**src/round_robin_thread_list_assert.svh**
```systemverilog
// Assertion macros for the round-robin thread list RTL.
// Expects clk_i and rst_ni in the scope of use.
`ifndef ROUND_ROBIN_THREAD_LIST_ASSERT_SVH
`define ROUND_ROBIN_THREAD_LIST_ASSERT_SVH

// Property holds at every clock edge out of reset.
`define RRTL_ASSERT(lbl, prop, msg) \
  lbl: assert property (@(posedge clk_i) disable iff (!rst_ni) (prop)) else $error(msg);

// Antecedent in this cycle implies consequent in the next cycle.
`define RRTL_ASSERT_NEXT(lbl, ante, cons, msg) \
  lbl: assert property (@(posedge clk_i) disable iff (!rst_ni) (ante) |=> (cons)) \
    else $error(msg);

`endif

```
**src/rrtl_pkg.sv**
```systemverilog
// Package for the round-robin thread list: command and status codes,
// cell operation codes and the broadcast control struct. No dependencies.
package rrtl_pkg;

  // Width of index and count fields in the cell control (covers up to 511 entries).
  localparam int CNT_W = 9;

  localparam logic [2:0] CMD_ADD    = 3'd0;
  localparam logic [2:0] CMD_QUERY  = 3'd1;
  localparam logic [2:0] CMD_REMOVE = 3'd2;
  localparam logic [2:0] CMD_SWITCH = 3'd3;
  localparam logic [2:0] CMD_REMCUR = 3'd4;

  localparam logic [2:0] ST_OK      = 3'd0;
  localparam logic [2:0] ST_PRESENT = 3'd1;
  localparam logic [2:0] ST_ABSENT  = 3'd2;
  localparam logic [2:0] ST_CURRENT = 3'd3;
  localparam logic [2:0] ST_FULL    = 3'd4;
  localparam logic [2:0] ST_EMPTY   = 3'd5;

  typedef enum logic [1:0] {
    CELL_HOLD = 2'd0,
    CELL_INS  = 2'd1,
    CELL_SHL  = 2'd2,
    CELL_ROT  = 2'd3
  } cell_op_e;

  typedef struct packed {
    cell_op_e         op;
    logic [CNT_W-1:0] k;
    logic [CNT_W-1:0] cnt;
  } cell_ctrl_t;

endpackage

```
**src/rrtl_cell.sv**
```systemverilog
// One entry of the rotated thread list; trades its id with its neighbors.
// Depends on rrtl_pkg.
module rrtl_cell #(
  parameter int ID_BITS = 8,
  parameter int IDX     = 0
) (
  input  logic                clk_i,
  input  rrtl_pkg::cell_ctrl_t ctrl_i,
  input  logic [ID_BITS-1:0]  new_id_i,
  input  logic [ID_BITS-1:0]  left_i,
  input  logic [ID_BITS-1:0]  right_i,
  input  logic [ID_BITS-1:0]  head_i,
  input  logic [ID_BITS-1:0]  key_i,
  output logic [ID_BITS-1:0]  id_o,
  output logic                match_o
);

  localparam logic [rrtl_pkg::CNT_W-1:0] Here = rrtl_pkg::CNT_W'(IDX);

  logic [ID_BITS-1:0] id_q, id_d;

  always_comb begin
    id_d = id_q;
    case (ctrl_i.op)
      rrtl_pkg::CELL_INS: begin
        if (Here == ctrl_i.k) begin
          id_d = new_id_i;
        end else if (Here > ctrl_i.k) begin
          id_d = left_i;
        end
      end
      rrtl_pkg::CELL_SHL: begin
        if (Here >= ctrl_i.k) begin
          id_d = right_i;
        end
      end
      rrtl_pkg::CELL_ROT: begin
        if (Here < ctrl_i.k) begin
          id_d = right_i;
        end else if (Here == ctrl_i.k) begin
          id_d = head_i;
        end
      end
      default: id_d = id_q;
    endcase
  end

  always_ff @(posedge clk_i) begin
    id_q <= id_d;
  end

  assign id_o    = id_q;
  assign match_o = (Here < ctrl_i.cnt) && (id_q == key_i);

endmodule

```
**src/round_robin_thread_list.sv**
```systemverilog
// Round-robin thread list. A request (start high, busy low) is captured, then goes
// through the parallel search across the cells, the cell update and the result
// state; busy stays high until a one-cycle done_o pulse brings all result fields,
// so no request is taken before then. The receiver cannot stall: done_o and the result
// fields hold for that one cycle only and must be taken as they come.
// The list is kept rotated so the current thread
// always sits in cell 0; every update is a single shift across the cell row.
// Depends on rrtl_pkg, rrtl_cell and round_robin_thread_list_assert.svh.
module round_robin_thread_list #(
  parameter int MAX_THREADS = 16,
  parameter int ID_BITS     = 8
) (
  input  logic       clk_i,
  input  logic       rst_ni,
  input  logic       start,
  output logic       busy,
  input  logic [2:0] cmd_i,
  input  logic [7:0] thread_id_i,
  output logic       done_o,
  output logic [2:0] status_o,
  output logic       present_o,
  output logic [7:0] previous_thread_o,
  output logic [7:0] current_thread_o,
  output logic       context_switch_o,
  output logic [4:0] thread_count_o
);

  localparam int IW  = $clog2(MAX_THREADS);
  localparam int CLW = $clog2(MAX_THREADS + 1);

  typedef enum logic [3:0] {
    S_IDLE   = 4'b0001,
    S_SRCH   = 4'b0010,
    S_APPLY  = 4'b0100,
    S_REPORT = 4'b1000
  } state_e;

  state_e state_q, state_d;

  logic [2:0]         cmd_q;
  logic [ID_BITS-1:0] key_q;
  logic [CLW-1:0]     n_q, n_d;
  logic [IW-1:0]      pos_q, pos_d;
  logic [IW-1:0]      r_q, r_d;
  logic               present_q, had_q, done_q, ctx_q;
  logic [ID_BITS-1:0] prev_q, cur_id;
  logic [2:0]         status_q, status_d;
  logic [7:0]         current_q;
  logic [4:0]         count_q;

  logic [ID_BITS-1:0] cell_id [MAX_THREADS];
  logic [MAX_THREADS-1:0] match;
  rrtl_pkg::cell_ctrl_t ctrl;
  rrtl_pkg::cell_op_e   op_d;
  logic [CLW-1:0]       k_d;

  for (genvar i = 0; i < MAX_THREADS; i++) begin : g_cell
    logic [ID_BITS-1:0] left, right;
    if (i == 0) begin : g_first
      assign left = '0;
    end else begin : g_left
      assign left = cell_id[i-1];
    end
    if (i == MAX_THREADS - 1) begin : g_last
      assign right = '0;
    end else begin : g_right
      assign right = cell_id[i+1];
    end
    rrtl_cell #(.ID_BITS(ID_BITS), .IDX(i)) u_cell (
      .clk_i    (clk_i),
      .ctrl_i   (ctrl),
      .new_id_i (key_q),
      .left_i   (left),
      .right_i  (right),
      .head_i   (cell_id[0]),
      .key_i    (key_q),
      .id_o     (cell_id[i]),
      .match_o  (match[i])
    );
  end

  // ids in the list are distinct, so at most one match bit is set
  always_comb begin
    r_d = '0;
    for (int i = 0; i < MAX_THREADS; i++) begin
      if (match[i]) begin
        r_d = r_d | IW'(i);
      end
    end
  end

  assign cur_id = (n_q != '0) ? cell_id[0] : '0;

  always_comb begin
    logic [CLW-1:0] pos_x, r_x, ins_x;
    pos_x    = CLW'(pos_q);
    r_x      = CLW'(r_q);
    ins_x    = n_q - pos_x;
    status_d = rrtl_pkg::ST_OK;
    n_d      = n_q;
    pos_d    = pos_q;
    op_d     = rrtl_pkg::CELL_HOLD;
    k_d      = '0;
    case (cmd_q)
      rrtl_pkg::CMD_ADD: begin
        if (present_q) begin
          status_d = rrtl_pkg::ST_PRESENT;
        end else if (n_q >= CLW'(MAX_THREADS)) begin
          status_d = rrtl_pkg::ST_FULL;
        end else begin
          op_d = rrtl_pkg::CELL_INS;
          k_d  = ins_x;
          n_d  = n_q + 1'b1;
        end
      end
      rrtl_pkg::CMD_QUERY: begin
        status_d = present_q ? rrtl_pkg::ST_OK : rrtl_pkg::ST_ABSENT;
      end
      rrtl_pkg::CMD_REMOVE: begin
        if (n_q == '0) begin
          status_d = rrtl_pkg::ST_EMPTY;
        end else if (!present_q) begin
          status_d = rrtl_pkg::ST_ABSENT;
        end else if (r_q == '0) begin
          status_d = rrtl_pkg::ST_CURRENT;
        end else begin
          op_d = rrtl_pkg::CELL_SHL;
          k_d  = r_x;
          n_d  = n_q - 1'b1;
          // entry lay before the current one in list order
          if (r_x >= ins_x) begin
            pos_d = pos_q - 1'b1;
          end
        end
      end
      rrtl_pkg::CMD_SWITCH: begin
        if (n_q == '0) begin
          status_d = rrtl_pkg::ST_EMPTY;
        end else begin
          op_d  = rrtl_pkg::CELL_ROT;
          k_d   = n_q - 1'b1;
          pos_d = (pos_x + 1'b1 >= n_q) ? '0 : pos_q + 1'b1;
        end
      end
      rrtl_pkg::CMD_REMCUR: begin
        if (n_q == '0) begin
          status_d = rrtl_pkg::ST_EMPTY;
        end else if (n_q == CLW'(1)) begin
          n_d   = '0;
          pos_d = '0;
        end else begin
          op_d  = rrtl_pkg::CELL_SHL;
          k_d   = '0;
          n_d   = n_q - 1'b1;
          pos_d = (pos_x + 1'b1 >= n_q) ? '0 : pos_q;
        end
      end
      default: status_d = rrtl_pkg::ST_OK;
    endcase
  end

  always_comb begin
    ctrl.op  = (state_q == S_APPLY) ? op_d : rrtl_pkg::CELL_HOLD;
    ctrl.k   = rrtl_pkg::CNT_W'(k_d);
    ctrl.cnt = rrtl_pkg::CNT_W'(n_q);
  end

  always_comb begin
    state_d = state_q;
    case (state_q)
      S_IDLE:   if (start) state_d = S_SRCH;
      S_SRCH:   state_d = S_APPLY;
      S_APPLY:  state_d = S_REPORT;
      S_REPORT: state_d = S_IDLE;
      default:  state_d = S_IDLE;
    endcase
  end

  always_ff @(posedge clk_i or negedge rst_ni) begin
    if (!rst_ni) begin
      state_q <= S_IDLE;
      n_q     <= '0;
      pos_q   <= '0;
      done_q  <= 1'b0;
    end else begin
      state_q <= state_d;
      done_q  <= (state_q == S_REPORT);
      if (state_q == S_APPLY) begin
        n_q   <= n_d;
        pos_q <= pos_d;
      end
    end
  end

  always_ff @(posedge clk_i) begin
    if (state_q == S_IDLE && start) begin
      cmd_q <= cmd_i;
      key_q <= ID_BITS'(thread_id_i);
    end
    if (state_q == S_SRCH) begin
      r_q       <= r_d;
      present_q <= |match;
      had_q     <= (n_q != '0);
      prev_q    <= cur_id;
    end
    if (state_q == S_APPLY) begin
      status_q <= status_d;
    end
    if (state_q == S_REPORT) begin
      current_q <= 8'(cur_id);
      ctx_q     <= had_q && (n_q != '0) && (prev_q != cur_id);
      count_q   <= 5'(n_q);
    end
  end

  assign busy              = (state_q != S_IDLE);
  assign done_o            = done_q;
  assign status_o          = status_q;
  assign present_o         = present_q;
  assign previous_thread_o = 8'(prev_q);
  assign current_thread_o  = current_q;
  assign context_switch_o  = ctx_q;
  assign thread_count_o    = count_q;

`include "round_robin_thread_list_assert.svh"

  `RRTL_ASSERT(a_count_max, n_q <= CLW'(MAX_THREADS), "thread count above capacity")
  `RRTL_ASSERT(a_pos_range, (pos_q == '0) || (CLW'(pos_q) < n_q), "current position out of list")
  `RRTL_ASSERT_NEXT(a_done_src, state_q == S_REPORT, done_o && !busy, "result not reported")
  `RRTL_ASSERT_NEXT(a_count_step, state_q == S_APPLY, (n_q == $past(n_q)) || (n_q == $past(n_q) + 1'b1) || (n_q + 1'b1 == $past(n_q)), "count moved by more than one")

endmodule

```
**config.mk**
```make
export PLATFORM = sky130hd
export DESIGN_NAME = round_robin_thread_list
export DESIGN_NICKNAME = d
export VERILOG_FILES = /design/src/rrtl_pkg.sv /design/src/rrtl_cell.sv /design/src/round_robin_thread_list.sv
export VERILOG_INCLUDE_DIRS = /design/src /design/src/src
export SDC_FILE = /design/constraint.sdc
export NUM_CORES = 1
export LEC_CHECK = 0
export ABC_AREA = 1
export BUFFER_PORTS_ARGS = -buffer_cell sky130_fd_sc_hd__buf_2
export CORE_MARGIN = 5
export CORE_UTILIZATION = 36
export CTS_CLUSTER_SIZE = 30
export DETAILED_ROUTE_END_ITERATION = 10
export GPL_TIMING_DRIVEN = 0
export PLACE_DENSITY = 0.48
export SLEW_MARGIN = 15
export SYNTH_ARGS = -nofsm -noshare
export SYNTH_HDL_FRONTEND = slang
export SYNTH_SLANG_ARGS = --single-unit
```
**constraint.sdc**
```tcl
create_clock -name clk_i -period 8.1 [get_ports clk_i]
set_clock_uncertainty 0.15 [all_clocks]
set_input_delay 1.215 -clock clk_i [delete_from_list [all_inputs] [get_ports clk_i]]
set_output_delay 1.215 -clock clk_i [all_outputs]
set_load 0.1 [all_outputs]
```
### Word-level counts from Yosys, hierarchy flattened

Cells that the tools add are included.

* reductions and logical operators: 50
* add/subtract/negate cells: 6
* equality and inequality tests: 103
* muxes and demuxes: 154
* $lt $le $gt $ge: 67

Operator list (count)
* $mux 8: 80
* $pmux 8 s3: 16
* $eq 8x8->1: 16
* $ne 3x1->1 const B: 31
* $lt 4x5->1 const A: 16
* $mux 4: 19
* $reduce_and 4->1: 16
* $mux 5: 10
* $eq 4x5->1 const A: 8
* $ge 4x5->1 const A: 8
* $gt 4x5->1 const A: 8
* $lt 3x5->1 const A: 8
* $ne 2x1->1 const B: 17
* $pmux 5 s3: 2
* $mux 2: 12
* $mux 3: 8
* $pmux 4 s3: 2
* $eq 3x5->1 const A: 4
* $ge 3x5->1 const A: 4
* $gt 3x5->1 const A: 4
* $lt 1x5->1 const A: 4
* $lt 2x5->1 const A: 4
* $logic_and 1x1->1: 19
* $ne 2x2->1 const B: 9
* 43 further kinds: 55

* word-level logic and storage cells: 413
* register bits: 184
* input bits: 14
* output and inout bits: 28

### Longest topological paths before layout

* word-level depth: 15
* gate-level depth with buffers: 19
* mapped depth without buffers: 17

### Modules after synthesis

A second synthesis with hierarchy kept.

* cell total of the unflattened synthesis: 2377
* area, all modules: 17027.6 sq um

Modules (own cells, without submodules)
* round_robin_thread_list: area an instance 3103.0 sq um, instances 1, cells each 321
* rrtl_cell (g_cell[4].u_cell): area an instance 913.4 sq um, instances 1, cells each 122
* rrtl_cell (g_cell[8].u_cell): area an instance 903.4 sq um, instances 1, cells each 134
* rrtl_cell (g_cell[9].u_cell): area an instance 902.1 sq um, instances 1, cells each 152
* rrtl_cell (g_cell[15].u_cell): area an instance 895.9 sq um, instances 1, cells each 142
* rrtl_cell (g_cell[2].u_cell): area an instance 892.1 sq um, instances 1, cells each 120
* rrtl_cell (g_cell[10].u_cell): area an instance 885.8 sq um, instances 1, cells each 126
* rrtl_cell (g_cell[13].u_cell): area an instance 875.8 sq um, instances 1, cells each 130
* rrtl_cell (g_cell[14].u_cell): area an instance 873.3 sq um, instances 1, cells each 127
* rrtl_cell (g_cell[11].u_cell): area an instance 872.1 sq um, instances 1, cells each 126
* rrtl_cell (g_cell[1].u_cell): area an instance 862.1 sq um, instances 1, cells each 140
* rrtl_cell (g_cell[12].u_cell): area an instance 854.6 sq um, instances 1, cells each 130
* rrtl_cell (g_cell[5].u_cell): area an instance 852.1 sq um, instances 1, cells each 116
* rrtl_cell (g_cell[6].u_cell): area an instance 849.6 sq um, instances 1, cells each 127
* 3 more rows

### Least setup slack after synthesis

OpenSTA, ideal clock, no wires.

* path type: reg2reg
* start point: reg present_q (netlist: present_o)
* end point: reg g_cell[8].u_cell.id_q[0] (enable)
* clock period less this slack: 3542 ps
* path buffers: 2
* data arrival time: 3006 ps
* stages on the path, launching flop included: 11
* setup slack: 4558 ps
* library setup time: 387 ps
* path through: edfxtp_1 -> buf_2 -> inv_1 -> nand2_1 -> nor2_4 -> nand2_1 -> nand3_4 -> nor2_4 -> o21ai_2 -> buf_6 -> o31ai_1

* cells in the longest elaborated chain, start to end: 7

RTL lines
* start: declaration: line round_robin_thread_list.sv:45 `logic present_q, had_q, done_q, ctx_q;`
* start signal: assignment: line round_robin_thread_list.sv:202 `present_q <= |match;`
* parallel branches: the longest is 6 deep, another holds $lt 4x5->1
* $reduce_and 4->1 (no source line) (*)
* end signal: assignment: line rrtl_cell.sv:49 `id_q <= id_d;`
* end: declaration: line rrtl_cell.sv:20 `logic [ID_BITS-1:0] id_q, id_d;`

Every way passes the cells marked *.
A chain may end at the register's enable or synchronous reset.

### Final worst setup path

* start point: reg n_q[0]
* end point: reg g_cell[14].u_cell.id_q[4] (enable)

* cells in the longest elaborated chain, start to end: 8

RTL lines
* start: declaration: line round_robin_thread_list.sv:42 `logic [CLW-1:0] n_q, n_d;`
* start signal: assignment: line round_robin_thread_list.sv:189 `n_q <= n_d;`
* parallel branches: the longest is 7 deep, another holds $sub 5x4->5
* $reduce_and 4->1 (no source line) (*)
* end signal: assignment: line rrtl_cell.sv:49
* end: declaration: line rrtl_cell.sv:20

Marks and branches as above.

==> metrics.log <==
[metrics] result of the run: finished, final reports clean
[metrics] worst setup path startpoint: n_q[0]$_DFFE_PN0P_
[metrics] worst r2r path cells: 9
[metrics] area share of the largest cell type after synthesis: 0.364
[metrics] die extent in x: ~210 um
[metrics] Rel. slew slack: 0.0698
[metrics] total of flip-flops plus latches after synthesis: 184
[metrics] Least-Margin Pin Slew: 1.40 ns
[metrics] post-layout net count: 2,056
[metrics] dominant cells by area after synthesis: edfxtp_1 36%, nand2_1 18%, nand3_1 10%
[metrics] Final Worst Setup Slack: 3.62 ns
[metrics] Net Count, Synth: 1,993
[metrics] maximum clock frequency: 223 MHz
[metrics] proportion of synthesized chip area in sequential cells: 0.389
[metrics] hold crit path type: flip-flop to flip-flop
[metrics] antenna violations before repair: 4
[metrics] Core Box Area: 38,600 sq um
[metrics] final clock period utilization by the worst path: 0.553
[metrics] top-level I/O count: 42
[metrics] leading cell type in the layout, fill and taps excluded: nand2_1
[metrics] maximum number of buffers from clock root to sink: 2
[metrics] total die area: 43,000 sq um
[metrics] max-slew violation total from the final report: 0
[metrics] Vias per Instance: 5.72
[metrics] setup bufs post-CTS: 0
[metrics] leftover overflow at the end of global routing: 0
[metrics] vias in the first global route: 13.7k
[metrics] number of enable-type register cells in the synthesized netlist: 170
[metrics] max-capacitance violation count: 0
[metrics] Clock Pin Slew Worst Setup and Hold Paths: roughly 0.080 ns
[metrics] Pre-antenna DRT Iters: 6
[metrics] H-Tree Level Count: 4
[metrics] leading cell types in the layout, fill and taps excluded: 661 x nand2_1, 292 x nand3_1, 202 x inv_1
[metrics] type of origin of the critical path: flip-flop
[metrics] critical path endpoint category: flip-flop
[metrics] routability-driven placement congestion ratio: 1.01
[metrics] CTS Sinks: 184
[metrics] largest net degree at the start of global routing: 19
[metrics] half-perimeter wire length of the detailed placement result: 51.9 mm
[metrics] Cell Area, Synth: 14,000 sq um
[metrics] pwr dens: approximately 250 nW/um^2
[metrics] register-to-register setup slack: 3.62 ns
[metrics] critical path peak fanout: 10
[metrics] Placed Cells incl. Taps: 2,521
[metrics] count of non-filler cells in the finished layout: 2,554
[metrics] Worst EP required: 8.06 ns
[metrics] r2r endpoint: g_cell[14].u_cell.id_o[4]$_DFFE_PP_
[metrics] last element of the critical path: g_cell[14].u_cell.id_o[4]$_DFFE_PP_
[metrics] minimum period implied by the final worst setup slack: 4.48 ns
[metrics] global router's overall resource usage: 0.312
[metrics] type of the worst setup path: flip-flop to flip-flop
[metrics] RSZ-0062 raised after global routing: false
[metrics] Post-CTS Hold Fix Bufs: 0
[metrics] hold depth: 0
[metrics] Area Overhead vs Synth: 10.6%
[metrics] wirelength, routed: a little under 70 mm
[metrics] peak supply drop: approximately 0.16 mV
[metrics] initial core utilization: 0.363
[metrics] FFs w/ async S/R, synth: 0.0761
[metrics] Fillers: 4,153
[metrics] cell count after synthesis: 1,959
[metrics] post-cts repair resize count: 0
[metrics] biggest area consumer among synthesized cells: edfxtp_1
[metrics] initial drt markers: 1,990
[metrics] Die Height: ~210 um
[metrics] worst min-delay path startpoint: n_q[4]$_DFFE_PN0P_
[metrics] global-route wire length before repair: 97.6 mm
[metrics] detailed-route wire length per cell: 27.1 um
[metrics] launch point of the worst reg-to-reg path: n_q[0]$_DFFE_PN0P_
[metrics] routed vias: 14.6k
[metrics] number of failing setup endpoints in the final timing report: 0
[metrics] predominant post-synthesis flop cell: edfxtp_1
[metrics] PortBufs: 41
[metrics] final hold viol count: 0
[metrics] number of buffers added by the clock tree synthesis step: 17
[metrics] Clock Latency Late Sink: 0.49 ns
[metrics] fraction of final layout cells sized beyond drive strength 1: 0.103
[metrics] post-place setup slack: 3.58 ns
[metrics] clock tree root buffer cell: clkbuf_16
[metrics] drc violations: 0
[metrics] Pleak: 7.12 nW
[metrics] post-synthesis average cell area: 7.15 sq um
[metrics] remaining antenna violation count after routing: 0
[metrics] YS warnings: 0
[metrics] Placement Rows: 72
[metrics] TritonCTS clock tree: yes
[metrics] setup TNS after final layout: 0 ns
[metrics] arrival time at the worst endpoint: 4.44 ns
[metrics] number of distinct standard cells referenced by the synthesized netlist: 49
worst max-delay path: stages (launching register included):
cell and delay [ns]:
dfrtp_1 0.64, inv_2 0.21, ha_1 0.28, nand3_4 0.13
nand2_4 0.09, nand2_1 0.35, nand4_1 0.39, nand2_1 0.59
inv_1 0.33, a31oi_1 0.92
metal layers:
metal  up-vias  global-route usage  share of wire
met5         -                   0              0
met4         0               0.180          0.066
met3       209              0.0598          0.091
met2       873               0.476           0.43
met1      6912               0.415           0.41
li1       6625                   -              -
area by class of cell:
cell class / instances / area, sq um / area share
repair buffers: 44 / 231 / 0.0149
diodes: 1 / 2.50 / 0.000162
clock inverters: 13 / 123 / 0.00791
plain buffers: 81 / 415 / 0.0268
multi-input cells: 1467 / 7320 / 0.472
flip-flops and latches: 184 / 5460 / 0.352
clock buffers: 19 / 443 / 0.0286
well taps: 518 / 648 / 0.0418
inverters: 227 / 855 / 0.0552
kinds of logic after synthesis:
| kind of cell | Yosys count | share of synthesized area |
|---|---|---|
| xor gates and xnor gates | 60 | 0.0375 |
| DFF | 184 | 0.389 |
| buffers and inverters | 308 | 0.0905 |
| adders and majority gates | 20 | 0.0184 |
| AOI/OAI and AO/OA | 180 | 0.0709 |
| and+or+nand+nor | 1207 | 0.393 |
how the worst min path moves through the flow:
stage | to | slack (ns)
2_1_floorplan | thread_count_o[4]$_DFFE_PP_ | 0.28
3_3_place_gp | thread_count_o[4]$_DFFE_PP_ | 0.28
3_5_place_dp | thread_count_o[4]$_DFFE_PP_ | 0.29
4_1_cts | thread_count_o[4]$_DFFE_PP_ | 0.31
5_1_grt | thread_count_o[4]$_DFFE_PP_ | 0.33
6_report | thread_count_o[4]$_DFFE_PP_ | 0.31
flip-flops by register name (all words and copies together), names as in the netlist, 4 cells and up:
| register | cells |
|---|---|
| n_q | 5 |
| g_cell.u_cell.id_o | 128 |
| current_thread_o | 8 |
| key_q | 8 |
| state_q | 4 |
| pos_q | 4 |
| r_q | 4 |
| thread_count_o | 5 |
| previous_thread_o | 8 |
report_power, final:
part	switching, W	internal [W]
logic	0.00142	0.000450
registers	0.0000564	0.00114
clock network	0.000439	0.000416
total	0.00191	0.00201
stage by stage:
| step | total power [W] | area [sq um] | hold WS [ns] | utilization |
|---|---|---|---|---|
| floorplan | 0.00241 | 14000 | 0.276 | - |
| global placement | 0.00302 | 14900 | 0.280 | 0.386 |
| detailed placement | 0.00303 | 14900 | 0.289 | 0.387 |
| CTS | 0.00388 | 15500 | 0.307 | 0.402 |
| global route | 0.00409 | 15500 | 0.333 | 0.402 |
| finish | 0.00392 | 15500 | 0.311 | 0.402 |
cells in the mapped netlist (8+ instances only):
| library cell | number |
|---|---|
| dfrtp_1 | 13 |
| xor2_1 | 51 |
| a21oi_1 | 53 |
| o21ai_0 | 69 |
| nor4_1 | 18 |
| buf_2 | 22 |
| nand4_1 | 42 |
| ha_1 | 19 |
| inv_1 | 202 |
| nand3_1 | 292 |
| inv_2 | 21 |
| nand2_1 | 661 |
| xnor2_1 | 9 |
| nand2_2 | 16 |
| nor2_1 | 104 |
| clkbuf_1 | 41 |
| nor2_4 | 8 |
| o21ai_1 | 12 |
| nor3_1 | 19 |
| edfxtp_1 | 170 |
| nand3_2 | 8 |
| nor2_2 | 11 |
| o22ai_1 | 18 |
No activity file was read; power rests on OpenSTA's default activity.
